**src/pn3d_pkg.sv**
```systemverilog
// Package for the 3D gradient noise unit: permutation and easing tables,
// gradient dot product and item widths. No dependencies.
`default_nettype none
package pn3d_pkg;

    localparam int CoordW = 16;
    localparam int NoiseW = 17;
    // dot product of fractional offsets with a gradient: |v| <= 512
    localparam int DotW   = 11;
    // x blend after shift: |l| <= 512*64 scale
    localparam int LerpW  = 17;

    typedef logic signed [DotW-1:0]  dot_t;
    typedef logic signed [LerpW-1:0] lerp_t;

    function automatic logic [7:0] perm(input logic [7:0] i);
        logic [7:0] r;
        unique case (i)
            8'd0: r = 8'd151; 8'd1: r = 8'd160; 8'd2: r = 8'd137; 8'd3: r = 8'd91;
            8'd4: r = 8'd90; 8'd5: r = 8'd15; 8'd6: r = 8'd131; 8'd7: r = 8'd13;
            8'd8: r = 8'd201; 8'd9: r = 8'd95; 8'd10: r = 8'd96; 8'd11: r = 8'd53;
            8'd12: r = 8'd194; 8'd13: r = 8'd233; 8'd14: r = 8'd7; 8'd15: r = 8'd225;
            8'd16: r = 8'd140; 8'd17: r = 8'd36; 8'd18: r = 8'd103; 8'd19: r = 8'd30;
            8'd20: r = 8'd69; 8'd21: r = 8'd142; 8'd22: r = 8'd8; 8'd23: r = 8'd99;
            8'd24: r = 8'd37; 8'd25: r = 8'd240; 8'd26: r = 8'd21; 8'd27: r = 8'd10;
            8'd28: r = 8'd23; 8'd29: r = 8'd190; 8'd30: r = 8'd6; 8'd31: r = 8'd148;
            8'd32: r = 8'd247; 8'd33: r = 8'd120; 8'd34: r = 8'd234; 8'd35: r = 8'd75;
            8'd36: r = 8'd0; 8'd37: r = 8'd26; 8'd38: r = 8'd197; 8'd39: r = 8'd62;
            8'd40: r = 8'd94; 8'd41: r = 8'd252; 8'd42: r = 8'd219; 8'd43: r = 8'd203;
            8'd44: r = 8'd117; 8'd45: r = 8'd35; 8'd46: r = 8'd11; 8'd47: r = 8'd32;
            8'd48: r = 8'd57; 8'd49: r = 8'd177; 8'd50: r = 8'd33; 8'd51: r = 8'd88;
            8'd52: r = 8'd237; 8'd53: r = 8'd149; 8'd54: r = 8'd56; 8'd55: r = 8'd87;
            8'd56: r = 8'd174; 8'd57: r = 8'd20; 8'd58: r = 8'd125; 8'd59: r = 8'd136;
            8'd60: r = 8'd171; 8'd61: r = 8'd168; 8'd62: r = 8'd68; 8'd63: r = 8'd175;
            8'd64: r = 8'd74; 8'd65: r = 8'd165; 8'd66: r = 8'd71; 8'd67: r = 8'd134;
            8'd68: r = 8'd139; 8'd69: r = 8'd48; 8'd70: r = 8'd27; 8'd71: r = 8'd166;
            8'd72: r = 8'd77; 8'd73: r = 8'd146; 8'd74: r = 8'd158; 8'd75: r = 8'd231;
            8'd76: r = 8'd83; 8'd77: r = 8'd111; 8'd78: r = 8'd229; 8'd79: r = 8'd122;
            8'd80: r = 8'd60; 8'd81: r = 8'd211; 8'd82: r = 8'd133; 8'd83: r = 8'd230;
            8'd84: r = 8'd220; 8'd85: r = 8'd105; 8'd86: r = 8'd92; 8'd87: r = 8'd41;
            8'd88: r = 8'd55; 8'd89: r = 8'd46; 8'd90: r = 8'd245; 8'd91: r = 8'd40;
            8'd92: r = 8'd244; 8'd93: r = 8'd102; 8'd94: r = 8'd143; 8'd95: r = 8'd54;
            8'd96: r = 8'd65; 8'd97: r = 8'd25; 8'd98: r = 8'd63; 8'd99: r = 8'd161;
            8'd100: r = 8'd1; 8'd101: r = 8'd216; 8'd102: r = 8'd80; 8'd103: r = 8'd73;
            8'd104: r = 8'd209; 8'd105: r = 8'd76; 8'd106: r = 8'd132; 8'd107: r = 8'd187;
            8'd108: r = 8'd208; 8'd109: r = 8'd89; 8'd110: r = 8'd18; 8'd111: r = 8'd169;
            8'd112: r = 8'd200; 8'd113: r = 8'd196; 8'd114: r = 8'd135; 8'd115: r = 8'd130;
            8'd116: r = 8'd116; 8'd117: r = 8'd188; 8'd118: r = 8'd159; 8'd119: r = 8'd86;
            8'd120: r = 8'd164; 8'd121: r = 8'd100; 8'd122: r = 8'd109; 8'd123: r = 8'd198;
            8'd124: r = 8'd173; 8'd125: r = 8'd186; 8'd126: r = 8'd3; 8'd127: r = 8'd64;
            8'd128: r = 8'd52; 8'd129: r = 8'd217; 8'd130: r = 8'd226; 8'd131: r = 8'd250;
            8'd132: r = 8'd124; 8'd133: r = 8'd123; 8'd134: r = 8'd5; 8'd135: r = 8'd202;
            8'd136: r = 8'd38; 8'd137: r = 8'd147; 8'd138: r = 8'd118; 8'd139: r = 8'd126;
            8'd140: r = 8'd255; 8'd141: r = 8'd82; 8'd142: r = 8'd85; 8'd143: r = 8'd212;
            8'd144: r = 8'd207; 8'd145: r = 8'd206; 8'd146: r = 8'd59; 8'd147: r = 8'd227;
            8'd148: r = 8'd47; 8'd149: r = 8'd16; 8'd150: r = 8'd58; 8'd151: r = 8'd17;
            8'd152: r = 8'd182; 8'd153: r = 8'd189; 8'd154: r = 8'd28; 8'd155: r = 8'd42;
            8'd156: r = 8'd223; 8'd157: r = 8'd183; 8'd158: r = 8'd170; 8'd159: r = 8'd213;
            8'd160: r = 8'd119; 8'd161: r = 8'd248; 8'd162: r = 8'd152; 8'd163: r = 8'd2;
            8'd164: r = 8'd44; 8'd165: r = 8'd154; 8'd166: r = 8'd163; 8'd167: r = 8'd70;
            8'd168: r = 8'd221; 8'd169: r = 8'd153; 8'd170: r = 8'd101; 8'd171: r = 8'd155;
            8'd172: r = 8'd167; 8'd173: r = 8'd43; 8'd174: r = 8'd172; 8'd175: r = 8'd9;
            8'd176: r = 8'd129; 8'd177: r = 8'd22; 8'd178: r = 8'd39; 8'd179: r = 8'd253;
            8'd180: r = 8'd19; 8'd181: r = 8'd98; 8'd182: r = 8'd108; 8'd183: r = 8'd110;
            8'd184: r = 8'd79; 8'd185: r = 8'd113; 8'd186: r = 8'd224; 8'd187: r = 8'd232;
            8'd188: r = 8'd178; 8'd189: r = 8'd185; 8'd190: r = 8'd112; 8'd191: r = 8'd104;
            8'd192: r = 8'd218; 8'd193: r = 8'd246; 8'd194: r = 8'd97; 8'd195: r = 8'd228;
            8'd196: r = 8'd251; 8'd197: r = 8'd34; 8'd198: r = 8'd242; 8'd199: r = 8'd193;
            8'd200: r = 8'd238; 8'd201: r = 8'd210; 8'd202: r = 8'd144; 8'd203: r = 8'd12;
            8'd204: r = 8'd191; 8'd205: r = 8'd179; 8'd206: r = 8'd162; 8'd207: r = 8'd241;
            8'd208: r = 8'd81; 8'd209: r = 8'd51; 8'd210: r = 8'd145; 8'd211: r = 8'd235;
            8'd212: r = 8'd249; 8'd213: r = 8'd14; 8'd214: r = 8'd239; 8'd215: r = 8'd107;
            8'd216: r = 8'd49; 8'd217: r = 8'd192; 8'd218: r = 8'd214; 8'd219: r = 8'd31;
            8'd220: r = 8'd181; 8'd221: r = 8'd199; 8'd222: r = 8'd106; 8'd223: r = 8'd157;
            8'd224: r = 8'd184; 8'd225: r = 8'd84; 8'd226: r = 8'd204; 8'd227: r = 8'd176;
            8'd228: r = 8'd115; 8'd229: r = 8'd121; 8'd230: r = 8'd50; 8'd231: r = 8'd45;
            8'd232: r = 8'd127; 8'd233: r = 8'd4; 8'd234: r = 8'd150; 8'd235: r = 8'd254;
            8'd236: r = 8'd138; 8'd237: r = 8'd236; 8'd238: r = 8'd205; 8'd239: r = 8'd93;
            8'd240: r = 8'd222; 8'd241: r = 8'd114; 8'd242: r = 8'd67; 8'd243: r = 8'd29;
            8'd244: r = 8'd24; 8'd245: r = 8'd72; 8'd246: r = 8'd243; 8'd247: r = 8'd141;
            8'd248: r = 8'd128; 8'd249: r = 8'd195; 8'd250: r = 8'd78; 8'd251: r = 8'd66;
            8'd252: r = 8'd215; 8'd253: r = 8'd61; 8'd254: r = 8'd156; 8'd255: r = 8'd180;
            default: r = 8'd0;
        endcase
        return r;
    endfunction

    localparam logic [11:0] EaseTab [256] = '{
        12'd0, 12'd0, 12'd0, 12'd0, 12'd0, 12'd0, 12'd0, 12'd0,
        12'd1, 12'd1, 12'd2, 12'd3, 12'd3, 12'd4, 12'd6, 12'd7,
        12'd9, 12'd10, 12'd12, 12'd14, 12'd17, 12'd19, 12'd22, 12'd25,
        12'd29, 12'd32, 12'd36, 12'd40, 12'd45, 12'd49, 12'd54, 12'd60,
        12'd65, 12'd71, 12'd77, 12'd84, 12'd91, 12'd98, 12'd105, 12'd113,
        12'd121, 12'd130, 12'd139, 12'd148, 12'd158, 12'd167, 12'd178, 12'd188,
        12'd199, 12'd211, 12'd222, 12'd234, 12'd247, 12'd259, 12'd273, 12'd286,
        12'd300, 12'd314, 12'd329, 12'd344, 12'd359, 12'd374, 12'd390, 12'd407,
        12'd424, 12'd441, 12'd458, 12'd476, 12'd494, 12'd512, 12'd531, 12'd550,
        12'd570, 12'd589, 12'd609, 12'd630, 12'd651, 12'd672, 12'd693, 12'd715,
        12'd737, 12'd759, 12'd782, 12'd805, 12'd828, 12'd851, 12'd875, 12'd899,
        12'd923, 12'd948, 12'd973, 12'd998, 12'd1023, 12'd1049, 12'd1074, 12'd1100,
        12'd1127, 12'd1153, 12'd1180, 12'd1207, 12'd1234, 12'd1261, 12'd1289, 12'd1316,
        12'd1344, 12'd1372, 12'd1400, 12'd1429, 12'd1457, 12'd1486, 12'd1515, 12'd1543,
        12'd1572, 12'd1602, 12'd1631, 12'd1660, 12'd1690, 12'd1719, 12'd1749, 12'd1778,
        12'd1808, 12'd1838, 12'd1868, 12'd1898, 12'd1928, 12'd1958, 12'd1988, 12'd2018,
        12'd2048, 12'd2077, 12'd2107, 12'd2137, 12'd2167, 12'd2197, 12'd2227, 12'd2257,
        12'd2287, 12'd2317, 12'd2346, 12'd2376, 12'd2405, 12'd2435, 12'd2464, 12'd2493,
        12'd2523, 12'd2552, 12'd2580, 12'd2609, 12'd2638, 12'd2666, 12'd2695, 12'd2723,
        12'd2751, 12'd2779, 12'd2806, 12'd2834, 12'd2861, 12'd2888, 12'd2915, 12'd2942,
        12'd2968, 12'd2995, 12'd3021, 12'd3046, 12'd3072, 12'd3097, 12'd3122, 12'd3147,
        12'd3172, 12'd3196, 12'd3220, 12'd3244, 12'd3267, 12'd3290, 12'd3313, 12'd3336,
        12'd3358, 12'd3380, 12'd3402, 12'd3423, 12'd3444, 12'd3465, 12'd3486, 12'd3506,
        12'd3525, 12'd3545, 12'd3564, 12'd3583, 12'd3601, 12'd3619, 12'd3637, 12'd3654,
        12'd3672, 12'd3688, 12'd3705, 12'd3721, 12'd3736, 12'd3751, 12'd3766, 12'd3781,
        12'd3795, 12'd3809, 12'd3822, 12'd3836, 12'd3848, 12'd3861, 12'd3873, 12'd3884,
        12'd3896, 12'd3907, 12'd3917, 12'd3928, 12'd3937, 12'd3947, 12'd3956, 12'd3965,
        12'd3974, 12'd3982, 12'd3990, 12'd3997, 12'd4004, 12'd4011, 12'd4018, 12'd4024,
        12'd4030, 12'd4035, 12'd4041, 12'd4046, 12'd4050, 12'd4055, 12'd4059, 12'd4063,
        12'd4066, 12'd4070, 12'd4073, 12'd4076, 12'd4078, 12'd4081, 12'd4083, 12'd4085,
        12'd4086, 12'd4088, 12'd4089, 12'd4091, 12'd4092, 12'd4092, 12'd4093, 12'd4094,
        12'd4094, 12'd4095, 12'd4095, 12'd4095, 12'd4095, 12'd4095, 12'd4095, 12'd4095
    };

    // Offsets are signed 10-bit: fraction (0..255) or fraction - 256
    function automatic dot_t grad_dot(input logic [3:0] h,
                                      input logic signed [9:0] dx,
                                      input logic signed [9:0] dy,
                                      input logic signed [9:0] dz);
        dot_t x, y, z, r;
        x = DotW'(dx);
        y = DotW'(dy);
        z = DotW'(dz);
        unique case (h)
            4'd0:  r =  x + y;
            4'd1:  r = -x + y;
            4'd2:  r =  x - y;
            4'd3:  r = -x - y;
            4'd4:  r =  x + z;
            4'd5:  r = -x + z;
            4'd6:  r =  x - z;
            4'd7:  r = -x - z;
            4'd8:  r =  y + z;
            4'd9:  r = -y + z;
            4'd10: r =  y - z;
            4'd11: r = -y - z;
            4'd12: r =  x - z;
            4'd13: r = -x - z;
            4'd14: r = -y + z;
            4'd15: r =  y + z;
            default: r = '0;
        endcase
        return r;
    endfunction

endpackage
`default_nettype wire

```
**src/pn3d_lerp.sv**
```systemverilog
// One blend stage: registered (a<<12) + t*(b-a), then floor shift.
// Depends on pn3d_pkg for the LerpW width.
`default_nettype none
module pn3d_lerp
    import pn3d_pkg::*;
(
    input  wire logic                     aclk,
    input  wire logic                     en,
    input  wire logic [11:0]              t,
    input  wire logic signed [LerpW-1:0]  a,
    input  wire logic signed [LerpW-1:0]  b,
    input  wire logic                     shift_sel,
    output logic signed [LerpW-1:0]       y
);
    logic signed [LerpW:0]     diff;
    logic signed [LerpW+13:0]  prod;
    logic signed [LerpW+14:0]  sum;

    assign diff = {a[LerpW-1], a} - {b[LerpW-1], b};
    assign prod = (LerpW+14)'(-diff) * $signed({1'b0, t});
    assign sum  = {{3{a[LerpW-1]}}, a, 12'd0} + {prod[LerpW+13], prod};

    // arithmetic right shift floors; shift_sel chooses 6 or 12
    always_ff @(posedge aclk) begin
        if (en) begin
            if (shift_sel) begin
                y <= LerpW'(sum >>> 6);
            end else begin
                y <= LerpW'(sum >>> 12);
            end
        end
    end
endmodule
`default_nettype wire

```
**config.mk**
```make
export PLATFORM = sky130hd
export DESIGN_NAME = pn3d_lerp
export DESIGN_NICKNAME = d
export VERILOG_FILES = /design/src/pn3d_pkg.sv /design/src/pn3d_lerp.sv
export SDC_FILE = /design/constraint.sdc
export NUM_CORES = 1
export LEC_CHECK = 0
export ABC_AREA = 1
export BUFFER_PORTS_ARGS = -buffer_cell sky130_fd_sc_hd__buf_4
export CAP_MARGIN = 20
export CORE_MARGIN = 2
export CORE_UTILIZATION = 65
export CTS_CLUSTER_DIAMETER = 200
export DETAILED_ROUTE_END_ITERATION = 7
export PLACE_DENSITY = 0.85
export SYNTH_ARGS = -nofsm -noshare
export SYNTH_HDL_FRONTEND = slang
export SYNTH_SLANG_ARGS = --single-unit
```
**constraint.sdc**
```tcl
create_clock -name aclk -period 9.15 [get_ports aclk]
set_clock_uncertainty 0.05 [all_clocks]
set_input_delay 1.83 -clock aclk [delete_from_list [all_inputs] [get_ports aclk]]
set_output_delay 1.83 -clock aclk [all_outputs]
set_load 0.02 [all_outputs]
```
==> results.yml <==
layout:
  largest_reg_flops: 17
  num-nets-final: 1785
  final_layout_size_suffix_gt1_share_pct: 12.9
  postLayoutCoreUtil_pct: 73.2
  registers.top_by_ff_count: "y"
  antennaDiodeCount: 0
  postLayoutCellArea_sq_mm: 0.0116
  reg_top3: "y x17"
  areaGrowthSynthToFinish_pct: 10.5
logic_synthesis:
  syn_avg_cell_area_sq_um: 7.80
  yosysUniqueCellTypes: 43
  synthesis.area_sq_mm: 0.0105
  ys.flop_type: "edfxtp_1"
  ys_async_sr_fraction_pct: 0
  synth_seq_cells: 17
  syn_inst: 1344
  syn-num-nets: 1703
  ys_seq_area_share_pct: 4.87
  yosys_warnings: 0
  synth_enable_flop_cells: 17
sta:
  timing.slew.headroom_pct: 43.1
  fin_crit_ps: 8830
  tns_ps: 0
  setup_violations: 0
  fin_crit_sh_pct: 96.5
  hold_viol: 0
  max_clock_freq_ghz: 0.113
  slew_violations: 0
  worst_pin_slew_ps: 852
critical_path:
  crit_slowest_cell: "fa_1"
  arrival_ps: 8790
  crit_path_start: "a[2]"
  crit_type: "in -> reg"
  required_ps: 9110
  cpPeakStageDelay_ps: 570
  path_buf_inv: 7
  crit_top_cell: "nand2_1"
  critPathTopFamily: "adder cells"
  endpoint: "y[16]"
  worstSetupEndpointType: "register"
  crit_cells: 35
  crit_path_start_kind: "primary input"
  cp_max_fo: 7
run_status:
  outcome: "complete, no violations"
routing:
  drc: 0
  drt-initial-drc-count: 768
  via_per_inst: 5.41
  drt_wl_total_mm: 27.5
  drtPass1Iterations: 5
  avgRoutedWirePerCell_um: 16.8
  ant_nets: 0
  via_count: 8882
die:
  coreArea_sq_mm: 0.0158
  dieWidth_um: 131
  ios: 66
  start_util_pct: 66.2
  dieHeight_um: 131
  rows: 46
  die_area_sq_mm: 0.0172
clocking:
  cts_buffer_depth: 2
  cts_buffers: 3
  cts-root-buf: "clkbuf_16"
  cts_sinks: 17
  clk_pin_slew_ps: 60
  cts_tree: "built"
  htree_levels: 1
placed_design:
  numPortBuffers: 65
  hpwl_mm: 23.9
  post_dp_cell_area_sq_mm: 0.0114
  globalplace.congestion: 0.946
global_routing:
  grt.total_usage_pct: 34.0
  grt_overflow: 0
  antenna_found_initial: 0
  grt_pass1_wl_mm: 44.6
  grt_max_degree: 23
  grt_pass1_vias: 9381
min_path:
  hp-class: "in -> reg"
  min-delay-start: "en"
run:
  cap_violations: 0
metal layers:
layer	vias to the layer above	part of all wire, %	track usage (%)	wire length [um]
met3	102	7.1	4.19	1960
met4	0	5.3	15.2	1470
met5	-	0	0	0
met2	390	49	58.5	13400
li1	4080	-	-	-
met1	4310	39	43.4	10700
per-stage QoR:
stage	worst slack (ps)	hold WS (ps)	cells
2_1_floorplan	792	1890	1344
3_3_place_gp	-224	2160	1637
3_5_place_dp	-249	2170	1637
4_1_cts	48.9	1910	1641
5_1_grt	-21.9	1920	1641
6_report	319	1910	1641
area by class of cell:
type | count | area [sq um]
Clock buffer | 3 | 75.1
Clock inverter | 1 | 5.00
Fill cell | 1253 | 4240
Inverter | 375 | 1410
Multi-Input combinational cell | 921 | 8500
Sequential cell | 17 | 510
Tap cell | 216 | 270
Timing Repair Buffer | 108 | 811
what timing repair did:
action                                 4_1_cts  5_1_grt
gates resized for setup                      1       25
hold buffers                                 0        0
cloned                                       0        0
setup buffers                                0        0
setup endpoints to repair                    1        9
endpoints found under the hold margin        0        0
how the worst min path moves through the flow:
stage,to,slack [ps],cells past startpoint
2_1_floorplan,y[0],1890,0
3_3_place_gp,y[16],2160,1
3_5_place_dp,y[16],2170,1
4_1_cts,y[13],1910,1
5_1_grt,y[14],1920,1
6_report,y[13],1910,1
cells in the mapped netlist, types with 13 or more instances:
master / count / share of area [%]
nand2_2: 15 / 0.90
inv_1: 367 / 13
nand3_1: 32 / 1.5
o21ai_0: 24 / 1.1
edfxtp_1: 17 / 4.9
clkbuf_1: 22 / 0.79
nand2_1: 265 / 9.5
ha_1: 85 / 10
fa_1: 225 / 43
nor2_1: 138 / 4.9
xor2_1: 13 / 1.1
a21oi_1: 48 / 2.3
cell families (layout without fill, tap and decap cells):
group,count (synthesis),count (layout),share of synthesized area [%]
and+or+nand+nor,490,490,20.0
xor gates and xnor gates,25,25,2.09
muxes,1,1,0.0955
DFF,17,17,4.87
adders and majority gates,310,310,53.1
buffers and inverters,406,487,14.9
AOI/OAI and AO/OA,95,95,4.97
layout by cell type, fill, tap and decap left out, types with 4 or more instances in the layout:
| cell type | n |
|---|---|
| a21oi_1 | 42 |
| a21oi_2 | 9 |
| buf_4 | 108 |
| edfxtp_1 | 17 |
| fa_1 | 225 |
| ha_1 | 83 |
| inv_1 | 365 |
| inv_2 | 8 |
| nand2_1 | 262 |
| nand2_2 | 17 |
| nand2_4 | 5 |
| nand3_1 | 31 |
| nand3_2 | 6 |
| nor2_1 | 137 |
| nor2_2 | 6 |
| nor3_1 | 4 |
| o21ai_0 | 22 |
| o21ai_1 | 6 |
| or2_2 | 9 |
| xnor2_1 | 12 |
| xor2_1 | 13 |
Power is left out: the tool's default activity adds up to more than one toggle a clock period on the data nets, which glitch-free logic cannot reach.
